File: config.mk
export PLATFORM = sky130hd
export DESIGN_NAME = lsp_cos
export DESIGN_NICKNAME = d
export VERILOG_FILES = /design/src/lsp_pkg.sv /design/src/lsp_cos.sv
export SDC_FILE = /design/constraint.sdc
export NUM_CORES = 2
export LEC_CHECK = 0
export BUFFER_PORTS_ARGS = -buffer_cell sky130_fd_sc_hd__buf_2
export CAP_MARGIN = 30
export CORE_UTILIZATION = 40
export CTS_CLUSTER_SIZE = 24
export DETAILED_ROUTE_END_ITERATION = 6
export PLACE_DENSITY_LB_ADDON = 0.2
export SYNTH_ARGS = -nofsm -noshare
export SYNTH_HDL_FRONTEND = slang
export SYNTH_SLANG_ARGS = --single-unit
File: constraint.sdc
create_clock -name clk -period 9.6 [get_ports clk]
set_clock_uncertainty 0.15 [all_clocks]
set_input_delay 0 -clock clk [delete_from_list [all_inputs] [get_ports clk]]
set_output_delay 0 -clock clk [all_outputs]
set_load 0.02 [all_outputs]
File: src/lsp_pkg.sv
// Shared constants, types and helper functions of the LSP synthesis filter.
// No dependencies; every other file of the block imports this package.
package lsp_pkg;

  localparam int MAX_SECTIONS = 16;
  localparam int SLOTS        = MAX_SECTIONS + 1;
  localparam int SEC_W        = (MAX_SECTIONS > 1) ? $clog2(MAX_SECTIONS) : 1;
  localparam int CNT_W        = $clog2(MAX_SECTIONS + 1);
  localparam int SLOT_W       = $clog2(SLOTS);
  localparam int CP_W         = $clog2(SLOTS + 1);

  localparam int PARAM_W   = 16;
  localparam int PIDX_W    = 5;
  localparam int SAMPLE_W  = 16;
  localparam int STATE_W   = 32;
  localparam int COEF_W    = 17;
  localparam int PROD_W    = COEF_W + STATE_W;
  localparam int ACC_W     = 40;
  localparam int NUM_W     = 32;
  localparam int SC_W      = 5;
  localparam int FL_W      = 16;
  localparam int CFG_W     = 16;
  localparam int CFG_IDX_W = 1;

  typedef enum logic [CFG_IDX_W-1:0] {
    CFG_SECTION_COUNT = 1'b0,
    CFG_FRAME_LENGTH  = 1'b1
  } cfg_reg_t;

  // Angle used by section i of an n-section cascade (interleaved order).
  function automatic logic [SEC_W-1:0] perm_index(input logic [SEC_W-1:0] i,
                                                  input logic [CNT_W-1:0] n);
    logic [CNT_W+1:0] ii, nn, hi, odd, k;
    ii  = (CNT_W+2)'(i);
    nn  = (CNT_W+2)'(n);
    hi  = ii >> 1;
    odd = (CNT_W+2)'(n[0]);
    if (ii[1]) begin
      k = ii[0] ? (nn - hi - odd) : (nn - hi - (CNT_W+2)'(1) + odd);
    end else begin
      k = ii[0] ? (hi + (CNT_W+2)'(1)) : hi;
    end
    return (k < nn) ? SEC_W'(k) : SEC_W'(nn - (CNT_W+2)'(1));
  endfunction

  function automatic logic ovf32(input logic signed [ACC_W-1:0] v);
    return !((&v[ACC_W-1:STATE_W-1]) || !(|v[ACC_W-1:STATE_W-1]));
  endfunction

  function automatic logic signed [STATE_W-1:0] sat32(input logic signed [ACC_W-1:0] v);
    if (ovf32(v)) begin
      return v[ACC_W-1] ? {1'b1, {(STATE_W-1){1'b0}}} : {1'b0, {(STATE_W-1){1'b1}}};
    end
    return v[STATE_W-1:0];
  endfunction

endpackage

File: src/lsp_cos.sv
// Coefficient unit: -2*cos(angle) in Q14 from a Q3.13 angle by a Horner series.
// Depends on lsp_pkg; one partial product or reciprocal step per cycle.
module lsp_cos import lsp_pkg::*; (
  input  logic                     clk,
  input  logic                     rst_n,
  input  logic                     start,
  input  logic [PARAM_W-1:0]       angle,
  output logic                     done,
  output logic signed [COEF_W-1:0] coef
);
  localparam logic [PARAM_W-1:0] TWO_PI  = 16'd51472;
  localparam logic [PARAM_W-1:0] PI      = 16'd25736;
  localparam logic [PARAM_W-1:0] HALF_PI = 16'd12868;
  localparam int ANG_W = 14;
  localparam int X2_W  = 30;
  localparam int T_W   = 31;
  localparam int FRAC  = 28;
  localparam int LO_W  = 15;
  localparam logic signed [T_W-1:0] ONE = 31'sd268435456;

  typedef enum logic [7:0] {
    C_IDLE = 8'b0000_0001,
    C_SQ   = 8'b0000_0010,
    C_MLO  = 8'b0000_0100,
    C_MHI  = 8'b0000_1000,
    C_SUM  = 8'b0001_0000,
    C_RCP  = 8'b0010_0000,
    C_COR  = 8'b0100_0000,
    C_FIN  = 8'b1000_0000
  } cos_state_t;

  // Horner divisors, innermost first, and floor(2^32 / divisor).
  function automatic logic [5:0] step_div(input logic [1:0] s);
    case (s)
      2'd0:    return 6'd56;
      2'd1:    return 6'd30;
      2'd2:    return 6'd12;
      default: return 6'd2;
    endcase
  endfunction

  function automatic logic [31:0] step_recip(input logic [1:0] s);
    case (s)
      2'd0:    return 32'd76695844;
      2'd1:    return 32'd143165576;
      2'd2:    return 32'd357913941;
      default: return 32'd2147483648;
    endcase
  endfunction

  cos_state_t               state_r;
  logic [ANG_W-1:0]         ang_r;
  logic                     flip_r;
  logic [X2_W-1:0]          x2_r;
  logic signed [T_W-1:0]    t_r;
  logic [1:0]               step_r;
  logic [X2_W+LO_W-1:0]     plo_r;
  logic [X2_W+FRAC-LO_W:0]  phi_r;
  logic [X2_W-1:0]          v_r;
  logic [X2_W-1:0]          q0_r;
  logic                     done_r;
  logic signed [COEF_W-1:0] coef_r;

  logic [PARAM_W-1:0] a1, a2, a3;
  logic               fold_flip;
  logic [58:0]        psum;
  logic [61:0]        rprod;
  logic [35:0]        qk;
  logic [35:0]        rem;
  logic               qadj;
  logic signed [T_W-1:0] tc;
  logic [T_W-1:0]     tr;

  always_comb begin
    a1        = (angle >= TWO_PI) ? angle - TWO_PI : angle;
    a2        = (a1 > PI) ? TWO_PI - a1 : a1;
    fold_flip = (a2 > HALF_PI);
    a3        = fold_flip ? PI - a2 : a2;
    psum      = {phi_r, {LO_W{1'b0}}} + 59'(plo_r);
    rprod     = 62'(v_r) * 62'(step_recip(step_r));
    qk        = 36'(q0_r) * 36'(step_div(step_r));
    rem       = 36'(v_r) - qk;
    qadj      = (rem >= 36'(step_div(step_r)));
    if (t_r < 0) begin
      tc = '0;
    end else if (t_r > ONE) begin
      tc = ONE;
    end else begin
      tc = t_r;
    end
    tr = T_W'(tc) + T_W'(8192);
  end

  always_ff @(posedge clk) begin
    if (!rst_n) begin
      state_r <= C_IDLE;
      done_r  <= 1'b0;
      step_r  <= '0;
    end else begin
      done_r <= 1'b0;
      case (state_r)
        C_IDLE: if (start) state_r <= C_SQ;
        C_SQ: begin
          step_r  <= '0;
          state_r <= C_MLO;
        end
        C_MLO: state_r <= C_MHI;
        C_MHI: state_r <= C_SUM;
        C_SUM: state_r <= C_RCP;
        C_RCP: state_r <= C_COR;
        C_COR: begin
          step_r  <= step_r + 2'd1;
          state_r <= (step_r == 2'd3) ? C_FIN : C_MLO;
        end
        C_FIN: begin
          done_r  <= 1'b1;
          state_r <= C_IDLE;
        end
        default: state_r <= C_IDLE;
      endcase
    end
  end

  always_ff @(posedge clk) begin
    case (state_r)
      C_IDLE: begin
        ang_r  <= a3[ANG_W-1:0];
        flip_r <= fold_flip;
      end
      C_SQ: begin
        x2_r <= {28'(ang_r * ang_r), 2'b00};
        t_r  <= ONE;
      end
      C_MLO: plo_r <= x2_r * t_r[LO_W-1:0];
      C_MHI: phi_r <= x2_r * t_r[FRAC:LO_W];
      C_SUM: v_r   <= psum[FRAC+X2_W-1:FRAC];
      C_RCP: q0_r  <= rprod[61:32];
      C_COR: t_r   <= ONE - $signed(T_W'(q0_r) + T_W'(qadj));
      C_FIN: coef_r <= flip_r ? $signed({1'b0, tr[FRAC:14], 1'b0})
                              : -$signed({1'b0, tr[FRAC:14], 1'b0});
      default: ;
    endcase
  end

  assign done = done_r;
  assign coef = coef_r;

endmodule

==> impl_metrics.yaml <==
clock_tree:
  path_clk_slew_ns: 0.06
  cts_tree: "yes"
  clockBufferDepth: 3
  cts-root-buf: "clkbuf_16"
  cts_made_buffers: 29
  h-tree-depth: 1
  worstSkewPairLatency_ns: 0.61
  clock_sinks: 229
synthesis:
  synth_mux_area_share_pct: 0.1596
  synth_top_cell_by_area: "fa_1"
  ys_types: 102
  synth_top_family_by_area: "adder cells"
  synth_flop_cell: "edfxtp_1"
  synth_nets: 8851
  ys_top_cells_by_area: "fa_1 41%, ha_1 15%, edfxtp_1 10%"
  synth_cells: 6761
  synth_top_area_share_pct: 40.82
  syn_area_per_cell_um2: 9.510
  synth-seq-cells: 229
  async_flop_share_pct: 0
  ys_warn_count: 0
  synthAdderAreaFrac_pct: 55.61
  synth-xor-area-share_pct: 3.254
  synth-simple-area-share_pct: 13.93
  synth_area_um2: 64300
  synth_edf_count: 218
  ys_seq_area_share_pct: 10.52
  synth_compound_area_share_pct: 6.243
global_route:
  grt_pass1_wl_mm: 295.7
  grt_start_max_net_pins: 43
  first_global_vias: 49670
  overflow: 0
  antenna_found_initial: 10
  grt_usage_pct: 23.84
timing:
  drv_slew: 0
  min_period_over_period_pct: 99.45
  rsz0062_at_grt: "yes"
  clock.fmax_mhz: 104.7
  setup_viol: 0
  setup_tns_ns: 0
  worst_slew_pin_slew_ns: 1.066
  hold_viol: 0
  min_period_ns: 9.547
  maxSlewHeadroom_pct: 28.92
placed_design:
  hpwl_mm: 162.1
  globalplace.congestion: 0.9547
  io_buffers: 35
run_status:
  status: "completed"
drt:
  drt_iter0_markers: 2816
  post-route-drc-count: 0
  antenna_left: 0
  first_pass_iters: 6
  vias: 46610
  wirelength_mm: 189.6
  viasPerCell: 5.145
  wire_per_inst_um: 20.93
critical_path:
  cp_max_fo: 26
  max_stage_delay_ns: 0.53
  cp.required_ns: 9.79
  cp-start-kind: "flop"
  worst-path-buf-inv: 7
  r2r_slack_ns: 0.05
  worstSetupPathType: "flop to flop"
  cp.arrival_ns: 9.74
  worstSetupEndpointType: "flop"
  slowest_stage: "or4_4"
  crit_family: "adder cells"
  cp_common_cell: "fa_1"
floorplanning:
  die_x_um: 402.9
  core_um2: 158900
  rows: 146
  dieHeight_um: 402.9
  ios: 37
  dieArea_um2: 162300
  initial_utilization_pct: 40.46
cells_and_area:
  fin_nets: 9053
  fin_util_pct: 44.53
  nFillCells: 15520
  drive_gt1_share_pct: 8.560
  syn2layout_area_growth_pct: 10.06
flow_run:
  cap_violations: 0
min_path:
  worstHoldPathType: "input port to flop"
per-stage QoR:
stage	instances	worst slack (ns)	cell area, um2	hold WS [ns]
floorplan	6761	-0.006072	64300	-0.05113
global placement	8960	-0.4791	68690	0.1268
detailed placement	8966	-0.5822	68850	0.1177
CTS	9034	0.001215	70100	0.005525
global route	9058	-0.3252	70760	0.05419
finish	9059	0.05291	70770	0.01127
routing by layer:
layer  routed length (um)  track usage [%]  part of all wire (%)  up-vias
met5                   13                0                0.0069        -
met4                 6215            6.357                   3.3        2
met3                10540            2.649                   5.6      242
met2                89170            39.39                    47     1243
met1                83690            33.21                    44    23900
li1                     -                -                     -    21220
layout make-up:
| type | count | area, um2 | area share (%) |
|---|---|---|---|
| Multi-Input combinational cell | 4781 | 51410 | 72.65 |
| Sequential cell | 229 | 6771 | 9.569 |
| Inverter | 1510 | 5677 | 8.022 |
| Timing Repair Buffer | 412 | 3344 | 4.726 |
| Tap cell | 2072 | 2592 | 3.663 |
| Clock buffer | 32 | 737.0 | 1.041 |
| Clock inverter | 22 | 226.5 | 0.3200 |
| Antenna cell | 1 | 2.502 | 0.003536 |
worst reg2reg max path: cells and delay by family (launching register included):
| kind | cells | cell delay, ns |
|---|---|---|
| xor+xnor | 1 | 0.17 |
| simple gates | 13 | 2.40 |
| compound gates | 13 | 2.50 |
| buf+inv | 7 | 0.78 |
| fa+ha+maj | 9 | 2.91 |
| flops | 1 | 0.37 |
path summary, 6_finish.rpt:
path / from / to / cells after the start
max reg2reg: step_r[0] / t_r[29] / 43
max: step_r[0] / t_r[29] / 43
min: angle[13] / ang_r[13] / 4
min reg2reg: state_r[2] / state_r[3] / 2
Yosys cell counts, types with 7 or more instances:
| cell type | instances |
|---|---|
| a2111oi_0 | 8 |
| nor3_1 | 55 |
| nor2_1 | 370 |
| a21o_1 | 71 |
| and2_1 | 440 |
| o21bai_1 | 19 |
| nor2b_1 | 49 |
| o21ai_0 | 101 |
| nor4_1 | 16 |
| a31oi_1 | 24 |
| o22ai_1 | 10 |
| nand3_1 | 61 |
| nand4_1 | 29 |
| and3_1 | 29 |
| a21oi_1 | 174 |
| mux2i_1 | 8 |
| buf_1 | 18 |
| o21a_1 | 42 |
| a211oi_1 | 18 |
| nand2b_1 | 30 |
| inv_1 | 1508 |
| nor3b_1 | 18 |
| or3_1 | 16 |
| clkbuf_1 | 212 |
| xor2_1 | 75 |
| o31ai_1 | 11 |
| o32ai_1 | 7 |
| a21boi_0 | 9 |
| xnor2_1 | 162 |
| fa_1 | 1311 |
| ha_1 | 760 |
| dfxtp_1 | 11 |
| nand2_1 | 697 |
| or2_2 | 15 |
| o211ai_1 | 15 |
| edfxtp_1 | 218 |
| or4_1 | 8 |
cells in the final DEF, fill, tap and decap left out, types with 31 or more instances in the layout:
| cell | Yosys | layout |
|---|---|---|
| inv_1 | 1508 | 1496 |
| fa_1 | 1311 | 1297 |
| ha_1 | 760 | 746 |
| nand2_1 | 697 | 697 |
| and2_1 | 440 | 439 |
| nor2_1 | 370 | 355 |
| buf_4 | 3 | 344 |
| edfxtp_1 | 218 | 218 |
| a21oi_1 | 174 | 167 |
| xnor2_1 | 162 | 162 |
| o21ai_0 | 101 | 95 |
| xor2_1 | 75 | 75 |
| a21o_1 | 71 | 71 |
| nand3_1 | 61 | 61 |
| nor3_1 | 55 | 55 |
| nor2b_1 | 49 | 48 |
| o21a_1 | 42 | 42 |
| buf_2 | 6 | 35 |
| clkbuf_16 | 0 | 31 |
cells by family after synthesis:
group,after synthesis
muxes,10
AOI/OAI and AO/OA,601
other,1
xor gates and xnor gates,238
and+or+nand+nor,1860
adders and majority gates,2071
buffers and inverters,1751
DFF,229
registers in the layout, summed over array words and instances (netlist names), 14 cells and up:
register / count
phi_r: 41
t_r: 31
q0_r: 30
v_r: 30
plo_r: 28
x2_r: 27
coef: 16
ang_r: 14
repair_timing:
action                                  in CTS  in global routing
endpoints found under the setup margin      21                 33
gates resized for setup                     32                105
pin swaps                                   22                 57
cloned                                       1                  2
endpoints found under the hold margin       17                  0
buffers inserted                             5                 22
hold buffers                                 8                  0
Power is not shown: default switching activity piles up to over one toggle a cycle in this logic, so the estimate is an artifact.
