## src/lsp_pkg.sv

```systemverilog
// Shared constants, types and helper functions of the LSP synthesis filter.
// No dependencies; every other file of the block imports this package.
package lsp_pkg;

  localparam int MAX_SECTIONS = 16;
  localparam int SLOTS        = MAX_SECTIONS + 1;
  localparam int SEC_W        = (MAX_SECTIONS > 1) ? $clog2(MAX_SECTIONS) : 1;
  localparam int CNT_W        = $clog2(MAX_SECTIONS + 1);
  localparam int SLOT_W       = $clog2(SLOTS);
  localparam int CP_W         = $clog2(SLOTS + 1);

  localparam int PARAM_W   = 16;
  localparam int PIDX_W    = 5;
  localparam int SAMPLE_W  = 16;
  localparam int STATE_W   = 32;
  localparam int COEF_W    = 17;
  localparam int PROD_W    = COEF_W + STATE_W;
  localparam int ACC_W     = 40;
  localparam int NUM_W     = 32;
  localparam int SC_W      = 5;
  localparam int FL_W      = 16;
  localparam int CFG_W     = 16;
  localparam int CFG_IDX_W = 1;

  typedef enum logic [CFG_IDX_W-1:0] {
    CFG_SECTION_COUNT = 1'b0,
    CFG_FRAME_LENGTH  = 1'b1
  } cfg_reg_t;

  // Angle used by section i of an n-section cascade (interleaved order).
  function automatic logic [SEC_W-1:0] perm_index(input logic [SEC_W-1:0] i,
                                                  input logic [CNT_W-1:0] n);
    logic [CNT_W+1:0] ii, nn, hi, odd, k;
    ii  = (CNT_W+2)'(i);
    nn  = (CNT_W+2)'(n);
    hi  = ii >> 1;
    odd = (CNT_W+2)'(n[0]);
    if (ii[1]) begin
      k = ii[0] ? (nn - hi - odd) : (nn - hi - (CNT_W+2)'(1) + odd);
    end else begin
      k = ii[0] ? (hi + (CNT_W+2)'(1)) : hi;
    end
    return (k < nn) ? SEC_W'(k) : SEC_W'(nn - (CNT_W+2)'(1));
  endfunction

  function automatic logic ovf32(input logic signed [ACC_W-1:0] v);
    return !((&v[ACC_W-1:STATE_W-1]) || !(|v[ACC_W-1:STATE_W-1]));
  endfunction

  function automatic logic signed [STATE_W-1:0] sat32(input logic signed [ACC_W-1:0] v);
    if (ovf32(v)) begin
      return v[ACC_W-1] ? {1'b1, {(STATE_W-1){1'b0}}} : {1'b0, {(STATE_W-1){1'b1}}};
    end
    return v[STATE_W-1:0];
  endfunction

endpackage

```

## src/lsp_div.sv

```systemverilog
// Restoring divider for parameter interpolation, one quotient bit a cycle.
// Depends on lsp_pkg; numerator must be below den * 2^16.
module lsp_div import lsp_pkg::*; (
  input  logic               clk,
  input  logic               rst_n,
  input  logic               start,
  input  logic [NUM_W-1:0]   num,
  input  logic [FL_W-1:0]    den,
  output logic               done,
  output logic [PARAM_W-1:0] quot
);
  localparam int STEP_W = $clog2(PARAM_W);

  logic              busy_r;
  logic              done_r;
  logic [STEP_W-1:0] cnt_r;
  logic [FL_W-1:0]   rem_r;
  logic [FL_W-1:0]   den_r;
  logic [PARAM_W-1:0] low_r;
  logic [PARAM_W-1:0] quot_r;
  logic [FL_W:0]     trial;
  logic [FL_W:0]     diff;
  logic              fits;

  assign trial = {rem_r, low_r[PARAM_W-1]};
  assign diff  = trial - {1'b0, den_r};
  assign fits  = (trial >= {1'b0, den_r});

  always_ff @(posedge clk) begin
    if (!rst_n) begin
      busy_r <= 1'b0;
      done_r <= 1'b0;
      cnt_r  <= '0;
    end else begin
      done_r <= 1'b0;
      if (start) begin
        busy_r <= 1'b1;
        cnt_r  <= '0;
      end else if (busy_r) begin
        cnt_r <= cnt_r + STEP_W'(1);
        if (cnt_r == STEP_W'(PARAM_W - 1)) begin
          busy_r <= 1'b0;
          done_r <= 1'b1;
        end
      end
    end
  end

  always_ff @(posedge clk) begin
    if (start) begin
      rem_r <= num[PARAM_W+FL_W-1:PARAM_W];
      low_r <= num[PARAM_W-1:0];
      den_r <= den;
    end else if (busy_r) begin
      rem_r  <= fits ? diff[FL_W-1:0] : trial[FL_W-1:0];
      low_r  <= {low_r[PARAM_W-2:0], 1'b0};
      quot_r <= {quot_r[PARAM_W-2:0], fits};
    end
  end

  assign done = done_r;
  assign quot = quot_r;

endmodule

```

## config.mk

```make
export PLATFORM = sky130hd
export DESIGN_NAME = lsp_div
export DESIGN_NICKNAME = d
export VERILOG_FILES = /design/src/lsp_pkg.sv /design/src/lsp_div.sv
export SDC_FILE = /design/constraint.sdc
export NUM_CORES = 1
export LEC_CHECK = 0
export ABC_AREA = 0
export BUFFER_PORTS_ARGS = -buffer_cell sky130_fd_sc_hd__buf_4
export CAP_MARGIN = 10
export CORE_MARGIN = 2
export CORE_UTILIZATION = 50
export CTS_CLUSTER_DIAMETER = 60
export DETAILED_ROUTE_END_ITERATION = 7
export PLACE_DENSITY_LB_ADDON = 0.3
export SLEW_MARGIN = 10
export SYNTH_ARGS = -nofsm -noshare
export SYNTH_HDL_FRONTEND = slang
export SYNTH_SLANG_ARGS = --single-unit
export TNS_END_PERCENT = 5
```

## constraint.sdc

```tcl
create_clock -name clk -period 3.03 [get_ports clk]
set_clock_uncertainty 0.2 [all_clocks]
set_input_delay 0.1515 -clock clk [delete_from_list [all_inputs] [get_ports clk]]
set_output_delay 0.1515 -clock clk [all_outputs]
set_load 0.02 [all_outputs]
```

==> flow_summary.ini, run 1 <==
[outcome]
status = finished clean

[cells_and_area]
final_cells = 517
syn_to_final_growth_pct = 39.96
post-route-util_pct = 72.42
final_area_um2 = 4947
fillers = 489
diodes = 0
drive_gt1_share_pct = 29.69
nets = 485

[route]
firstDrtPassIters = 4
wire_per_inst_um = 15.50
ant_nets = 0
viasPerCell = 5.164
vias = 2670
routed_wl_mm = 8.011
drt-initial-drc-count = 73
drc = 0

[placed_design]
io_buffers = 67
place_inst = 452
dpl.hpwl_mm = 5.158
gp_congestion = 0.8677
dpl_worst_slack_ns = -0.1554
placed_cell_area_um2 = 4203

[synth]
syn_area_um2 = 3535
synth_top_area_share_pct = 54.37
syn_nets = 356
synth.ff_latch_count = 70
yosysSeqAreaShare_pct = 57.77
netlist_top_cells_count = 64 x edfxtp_1, 23 x nand2_1, 22 x inv_1
synth_area_per_cell_um2 = 12.32
async_flop_share_pct = 0
ys_warn_count = 0
synth_area_leaders = edfxtp_1 54%, ha_1 6.0%, mux2_2 5.4%
synth_edf_count = 64
yosys.area.top_type = edfxtp_1
synthCells = 287
synthFlopType = edfxtp_1
ys_types = 51
synth.most_common_cell = edfxtp_1

[cts]
clock_latency_ns = 0.34
htree_levels = 3
clkSinkCount = 70
cts_root_buffer = clkbuf_8
clock_tree.buffer_depth = 2
clkTransAtPathRegs_ns = 0.08
cts_tree = built
cts_setup_buffers = 0
numCtsBuffers = 9

[hold_path]
hold_path_class = primary input to register
min_from = num[31]

[sta]
worst_pin_slew_ns = 0.8346
fin_crit_sh_pct = 97.40
rsz0062_at_grt = yes
relSlewSlack_pct = 44.36
slew_violations = 0
max_freq_mhz = 338.9
hold_viol = 0
setup_viol = 0
min_period_ns = 2.951
fin_ws_ns = 0.07888

[worst_setup_path]
path_max_fanout = 2
cp.required_ns = 2.93
critPathArrivalTime_ns = 2.86
reg2reg_from = low_r[15]$_DFFE_PP_
crit_start = low_r[15]$_DFFE_PP_
end_kind = register
crit_type = register to register
crit_path_start_kind = register

[die]
pin_count = 68
placementRows = 30
dieHeight_um = 88.08
die-width_um = 88.08
die-area_um2 = 7758
start_util_pct = 51.74
coreArea_um2 = 6832

[global_route]
grt_pass1_vias = 2775
grt_usage_pct = 22.25
grt_overflow = 0
grt_max_degree = 33
grt_pass1_wl_mm = 12.89
antenna_found_initial = 0

[job]
maxCapViolations = 0

[pwr]
leakage_uw = 0.002016
vdd_drop_max_v = 0.0004610
cellPowerDensity_nw_per_um2 = 641.8
==> cell usage in the layout (no fill, tap or decap), drive strengths merged, types with 6 or more instances in the layout <==
master       instances
o21ai               15
xnor2                9
nor2                19
mux2                17
dlygate4sd3         49
inv                 24
ha                  17
clkbuf              10
nand2               23
a21oi               12
buf                 78
edfxtp              64
dfxtp                6
a31oi                8
==> report_power, final <==
| group | switching [µW] | total [µW] | internal [µW] | leakage, µW |
|---|---|---|---|---|
| clock network | 393 | 865 | 472 | 0.000107 |
| logic | 553 | 1060 | 504 | 0.00123 |
| registers | 54.1 | 1250 | 1200 | 0.000675 |
==> registers in the layout, summed over array words and instances, names as in the netlist <==
signal,flops
rem_r,16
den_r,16
low_r,16
done,1
cnt_r,4
quot,16
busy_r,1
==> cells by family after synthesis <==
| kind of cell | count (synthesis) | synth area share (%) |
|---|---|---|
| muxes | 21 | 6.549 |
| DFF | 70 | 57.77 |
| buffers and inverters | 31 | 3.433 |
| adders and majority gates | 18 | 6.584 |
| xor gates and xnor gates | 12 | 2.974 |
| and+or+nand+nor | 71 | 9.558 |
| AOI/OAI and AO/OA | 64 | 13.13 |
==> per-stage QoR <==
step | power (µW) | TNS (ns) | hold WS [ns]
after global routing | 3345 | -0.02493 | 0.05615
after detailed placement | 2240 | -0.1554 | 0.1310
after CTS | 3175 | 0 | 0.04394
after global placement | 2213 | -0.05588 | 0.1302
after floorplan | 1947 | 0 | 0.05037
final | 3175 | 0 | 0.05654
==> critical path, cell delays in order (launching register included) <==
cell      delay [ns]
edfxtp_1        0.39
inv_1           0.07
ha_1            0.15
inv_1           0.06
fa_2            0.35
a211oi_2        0.23
o21bai_2        0.12
a221o_1         0.34
a21o_1          0.21
a21oi_1         0.20
xnor2_1         0.08
a221o_1         0.31
==> path summary, 6_finish.rpt <==
check | end | slack, ns | cells past startpoint
max reg2reg | rem_r[12]$_DFFE_PP_ | 0.08 | 11
min reg2reg | quot[11]$_DFFE_PP_ | 0.26 | 0
min | rem_r[15]$_DFFE_PP_ | 0.06 | 3
max | rem_r[12]$_DFFE_PP_ | 0.08 | 11
==> layout make-up <==
type                       count  area, µm²  share of cell area (%)
sequential                    70       2042                   41.27
multi-input combinational    186       1405                   28.40
timing repair buffer         127       1076                   21.75
tap                           96      120.1                   2.428
inverter                      22      82.58                   1.669
clock inverter                 6      93.84                   1.897
clock buffer                  10      127.6                   2.580
==> metal layers <==
metal	track usage (%)	part of all wire, %	wire, µm
met5	0	0	0
met1	26.04	43	3449
met2	39.33	52	4152
met4	9.366	1.7	136
met3	5.090	3.4	273
==> what timing repair did <==
item / in CTS / in global routing
setup endpoints to repair: 2 / 11
hold buffers: 49 / 0
endpoints found under the hold margin: 55 / 0
resized for setup: 4 / 3
pin swaps: 1 / 6
Note: power is estimated with default switching activity, not from simulation.
==> inputs of run 2 (changes only) <==
- BUFFER_PORTS_ARGS: -buffer_cell sky130_fd_sc_hd__buf_4 -> unset
- CORE_UTILIZATION: 50 -> 55
- DONT_BUFFER_PORTS: unset -> 1
==> run 2 against run 1 <==
Wire length is 5.7% lower. Utilization decreased by 0.92 points. Total power rose by 0.64%. Global-route usage up 0.30 points. Die area is 8.7% lower. Worst setup slack gained 0.059 ns. Critical path depth unchanged. Sequential cell count unchanged.
==> flow_summary.ini, run 2 (synthesis results as in run 1) <==
[pwr]
p_clk_share_pct = 29.2
combPwrFrac_pct = 31.2
cellPowerDensity_nw_per_um2 = 712.0
p_switching_uw = 976.2
vdd_drop_max_v = 0.0004567
pwr-share-seq_pct = 39.6
p_int_uw = 2219
total_power_uw = 3196
p_sw_share_pct = 30.55
leakage_uw = 0.001721

[sta]
relSlewSlack_pct = 47.57
hold_viol = 0
rsz0062_at_grt = yes
min_period_ns = 2.892
max_freq_mhz = 345.8
slew_violations = 0
fin_crit_sh_pct = 95.45
fin_setup_tns_ns = 0
worst_pin_slew_ns = 0.7865
finalHoldWorstSlack_ns = 0.06698
setup_viol = 0

[die]
start_util_pct = 56.31
coreArea_um2 = 6277
dieHeight_um = 84.17
pin_count = 68
die-area_um2 = 7084
die-width_um = 84.17
placementRows = 29

[route]
routed_wl_mm = 7.551
drt-initial-drc-count = 94
drc = 0
vias = 2500
viasPerCell = 5.760
ant_nets = 0
wire_per_inst_um = 17.40
firstDrtPassIters = 6

[cts]
cts_root_buffer = clkbuf_8
numCtsBuffers = 9
htree_levels = 3
clock_tree.buffer_depth = 2
clkTransAtPathRegs_ns = 0.08
clkSinkCount = 70
clock_latency_ns = 0.35
cts_tree = built

[worst_setup_path]
crit_type = register to register
cp.required_ns = 2.92
end_kind = register
crit_path_start_kind = register
r2r_cells = 11
critPathArrivalTime_ns = 2.78
reg2reg_to = rem_r[12]$_DFFE_PP_
reg2reg_slack_ns = 0.14
reg2reg_from = low_r[15]$_DFFE_PP_
path_max_fanout = 2

[global_route]
grt_overflow = 0
grt_pass1_wl_mm = 12.37
grt_usage_pct = 22.55
grt_max_degree = 49
antenna_found_initial = 0
grt_pass1_vias = 2643

[hold_path]
min_from = start
hold_path_class = primary input to register
min_to = rem_r[15]$_DFFE_PP_
whs_path_depth = 3

[cells_and_area]
multi_input_area_um2 = 1413
final_common_cell = edfxtp_1
post-route-util_pct = 71.50
drive_gt1_share_pct = 17.37
nets = 421
final_cells = 434
diodes = 0
most-common-layout-cells = 64 x edfxtp_1, 50 x dlygate4sd3_1, 23 x nand2_1
seqCellArea_um2 = 2042
fillers = 441
syn_to_final_growth_pct = 26.97

[placed_design]
dpl.hpwl_mm = 4.616
place_inst = 365
gp_congestion = 0.9059
io_buffers = 0

[outcome]
status = finished clean

[job]
maxCapViolations = 0
-- run 2: changes by cell type in the layout (fill, tap and decap cells not counted), sizes merged --
cell / change
clkinv: +1
buf: -65
dlygate4sd3: +1
bufinv: +1
clkinvlp: -1
clkbuf: -1
-- run 2: how the worst max path moves through the flow --
stage                                     end           startpoint  cells after the start  slack (ns)
final                     rem_r[12]$_DFFE_PP_  low_r[15]$_DFFE_PP_                     11        0.14
after global routing      rem_r[11]$_DFFE_PP_   rem_r[0]$_DFFE_PP_                     10       -0.03
after CTS                 rem_r[14]$_DFFE_PP_  low_r[15]$_DFFE_PP_                     11       0.005
after detailed placement  rem_r[14]$_DFFE_PP_  low_r[15]$_DFFE_PP_                     11       -0.15
after global placement    rem_r[14]$_DFFE_PP_  low_r[15]$_DFFE_PP_                     11       -0.04
after floorplan           rem_r[14]$_DFFE_PP_  low_r[15]$_DFFE_PP_                     11        0.02
-- run 2: layout make-up --
class,instances,share of cell area (%)
sequential,70,45.50
clock inverter,7,2.676
tap,77,2.147
multi-input combinational,186,31.47
timing repair buffer,63,13.60
inverter,22,1.840
clock buffer,9,2.760
-- run 2: worst max-delay path, stage by stage, from the launching register on --
cell and delay, ns:
edfxtp_1 0.39, inv_1 0.07, ha_1 0.15, inv_1 0.06
fa_2 0.35, a211oi_2 0.18, o21bai_1 0.10, a221o_1 0.33
a21o_1 0.20, a21oi_1 0.19, xnor2_1 0.09, a221o_1 0.34
-- run 2: power by group through the flow --
stage | clock network, µW | logic (µW) | registers, µW
detailed placement | 0 | 881 | 1280
global route | 978 | 1100 | 1280
global placement | 0 | 860 | 1280
CTS | 935 | 973 | 1270
finish | 932 | 997 | 1270
floorplan | 0 | 683 | 1260
-- run 2: repair_timing --
action	CTS	global route
resized for setup	4	5
pin swaps	1	7
setup buffers	0	2
endpoints found under the setup margin	1	9
hold endpoints to repair	74	0
hold buffers	51	0
-- run 2: through the flow --
stage               area, µm²  worst slack (ns)
floorplan                3536           0.02128
global placement         3669          -0.04134
detailed placement       3669           -0.1550
CTS                      4458          0.004812
global route             4488          -0.03459
finish                   4488            0.1380
-- run 2: per-layer routing --
metal  vias to the layer above  part of all wire (%)  GRT usage [%]  wire length (µm)
li1                       1202                     -              -                 -
met1                      1207                    42          26.83              3140
met2                        75                    51          38.74              3826
met3                        16                   5.4          5.113               408
met4                         0                   2.3          10.85               175
met5                         -                     0              0                 0
==> inputs of run 3 (changes only) <==
- CORE_UTILIZATION: 55 -> 40
==> run 3 against run 2 <==
Clock-buffer cell count is 2 higher. Total power is 8.3% lower. Worst setup slack worse by 0.0042 ns. Utilization is 20 points lower. First-iteration DRC count is 21% higher. Sequential share of layout area is 0.27 points higher. Final cell count is 7.6% higher. Combinational power is 0.8% lower. Critical path type unchanged. Critical endpoint unchanged. Largest power group unchanged.
==> flow_summary.ini, run 3 (synthesis results as in run 1) <==
[cts]
cts_tree = built
clkTransAtPathRegs_ns = 0.08
clock_latency_ns = 0.35
clkSinkCount = 70
numCtsBuffers = 9
cts_root_buffer = clkbuf_8
clock_tree.buffer_depth = 2
htree_levels = 3

[placed_design]
io_buffers = 0
gp_congestion = 0.8507
place_inst = 398
dpl.hpwl_mm = 4.720

[cells_and_area]
syn_to_final_growth_pct = 26.23
nets = 423
final_cells = 467
final_common_cell = edfxtp_1
diodes = 0
most-common-layout-cells = 64 x edfxtp_1, 50 x dlygate4sd3_1, 23 x nand2_1
drive_gt1_share_pct = 16.43

[sta]
min_period_ns = 2.896
relSlewSlack_pct = 45.92
setup_viol = 0
finalHoldWorstSlack_ns = 0.02246
slew_violations = 0
worst_pin_slew_ns = 0.8112
fin_crit_sh_pct = 95.59
max_freq_mhz = 345.3
hold_viol = 0
rsz0062_at_grt = yes

[worst_setup_path]
cp.required_ns = 2.93
path_max_fanout = 2
crit_type = register to register
critPathArrivalTime_ns = 2.79
end_kind = register
crit_path_start_kind = register

[pwr]
vdd_drop_max_v = 0.0003336
cellPowerDensity_nw_per_um2 = 656.5
p_int_uw = 1988
p_clk_share_pct = 23.2
combPwrFrac_pct = 33.8
p_sw_share_pct = 32.14
leakage_uw = 0.001693
p_switching_uw = 941.4
pwr-share-seq_pct = 43.1

[outcome]
status = finished clean

[die]
placementRows = 34
dieHeight_um = 98.01
pin_count = 68
start_util_pct = 40.93
die-width_um = 98.01
die-area_um2 = 9605
coreArea_um2 = 8636

[job]
maxCapViolations = 0

[route]
wire_per_inst_um = 15.65
firstDrtPassIters = 4
ant_nets = 0
viasPerCell = 5.212
routed_wl_mm = 7.310
drt-initial-drc-count = 114
drc = 0
vias = 2434

[hold_path]
hold_path_class = primary input to register

[global_route]
antenna_found_initial = 0
grt_max_degree = 49
grt_usage_pct = 16.47
grt_pass1_vias = 2510
grt_overflow = 0
grt_pass1_wl_mm = 12.37
## run 3: worst max-delay path: stages (launching register included)
cell and delay (ns):
edfxtp_1 0.39, inv_1 0.07, ha_1 0.15, inv_1 0.05, fa_1 0.39, a211oi_2 0.19, o21bai_1 0.11, a221o_1 0.33
a21o_1 0.22, a21oi_2 0.15, xnor2_1 0.08, a221o_1 0.32
## run 3: cell type report
class / count / area, µm²
timing repair buffer: 65 / 625.6
tap: 108 / 135.1
sequential: 70 / 2042
clock inverter: 5 / 36.28
clock buffer: 11 / 141.4
inverter: 22 / 82.58
fill: 775 / 4174
multi-input combinational: 186 / 1399
## run 3: timing repair
action                                 CTS  global route
resized for setup                        3             1
gates cloned                             0             0
hold buffers                            51             0
pin swaps                                3             5
setup endpoints to repair                2             4
endpoints found under the hold margin   86             0
buffers inserted                         1             1
## run 3: per-layer routing
layer / GRT usage (%) / routed length, µm
met1: 21.34 / 3367
met2: 26.45 / 3442
met3: 3.722 / 354
met4: 7.479 / 146
met5: 0 / 0
## run 3: per-stage QoR
step	TNS, ns	area (µm²)	setup slack [ns]	total power (µW)	util, %
after floorplan	0	3536	0.02128	1947	-
after global placement	-0.07779	3722	-0.07779	2156	43.10
after detailed placement	-0.1627	3722	-0.1627	2168	43.10
after CTS	0	4451	0.005058	2950	51.54
after global routing	-0.1223	4462	-0.03476	3129	51.67
final	0	4462	0.1337	2929	51.67
## run 3: worst paths after layout
check / start / to / slack, ns / depth (start not counted)
worst max-delay path: low_r[15]$_DFFE_PP_ / rem_r[12]$_DFFE_PP_ / 0.13 / 11
worst min register to register: cnt_r[3]$_SDFFE_PP0P_ / done$_SDFF_PP0_ / 0.29 / 2
worst min-delay path: start / rem_r[14]$_DFFE_PP_ / 0.02 / 3
worst max register to register: low_r[15]$_DFFE_PP_ / rem_r[12]$_DFFE_PP_ / 0.13 / 11
## run 3: power by group through the flow
stage          logic (µW)  clock network [µW]  registers [µW]
4_1_cts               982                 706            1260
2_1_floorplan         683                   0            1260
5_1_grt              1120                 736            1280
3_3_place_gp          877                   0            1280
3_5_place_dp          885                   0            1280
6_report              989                 679            1260
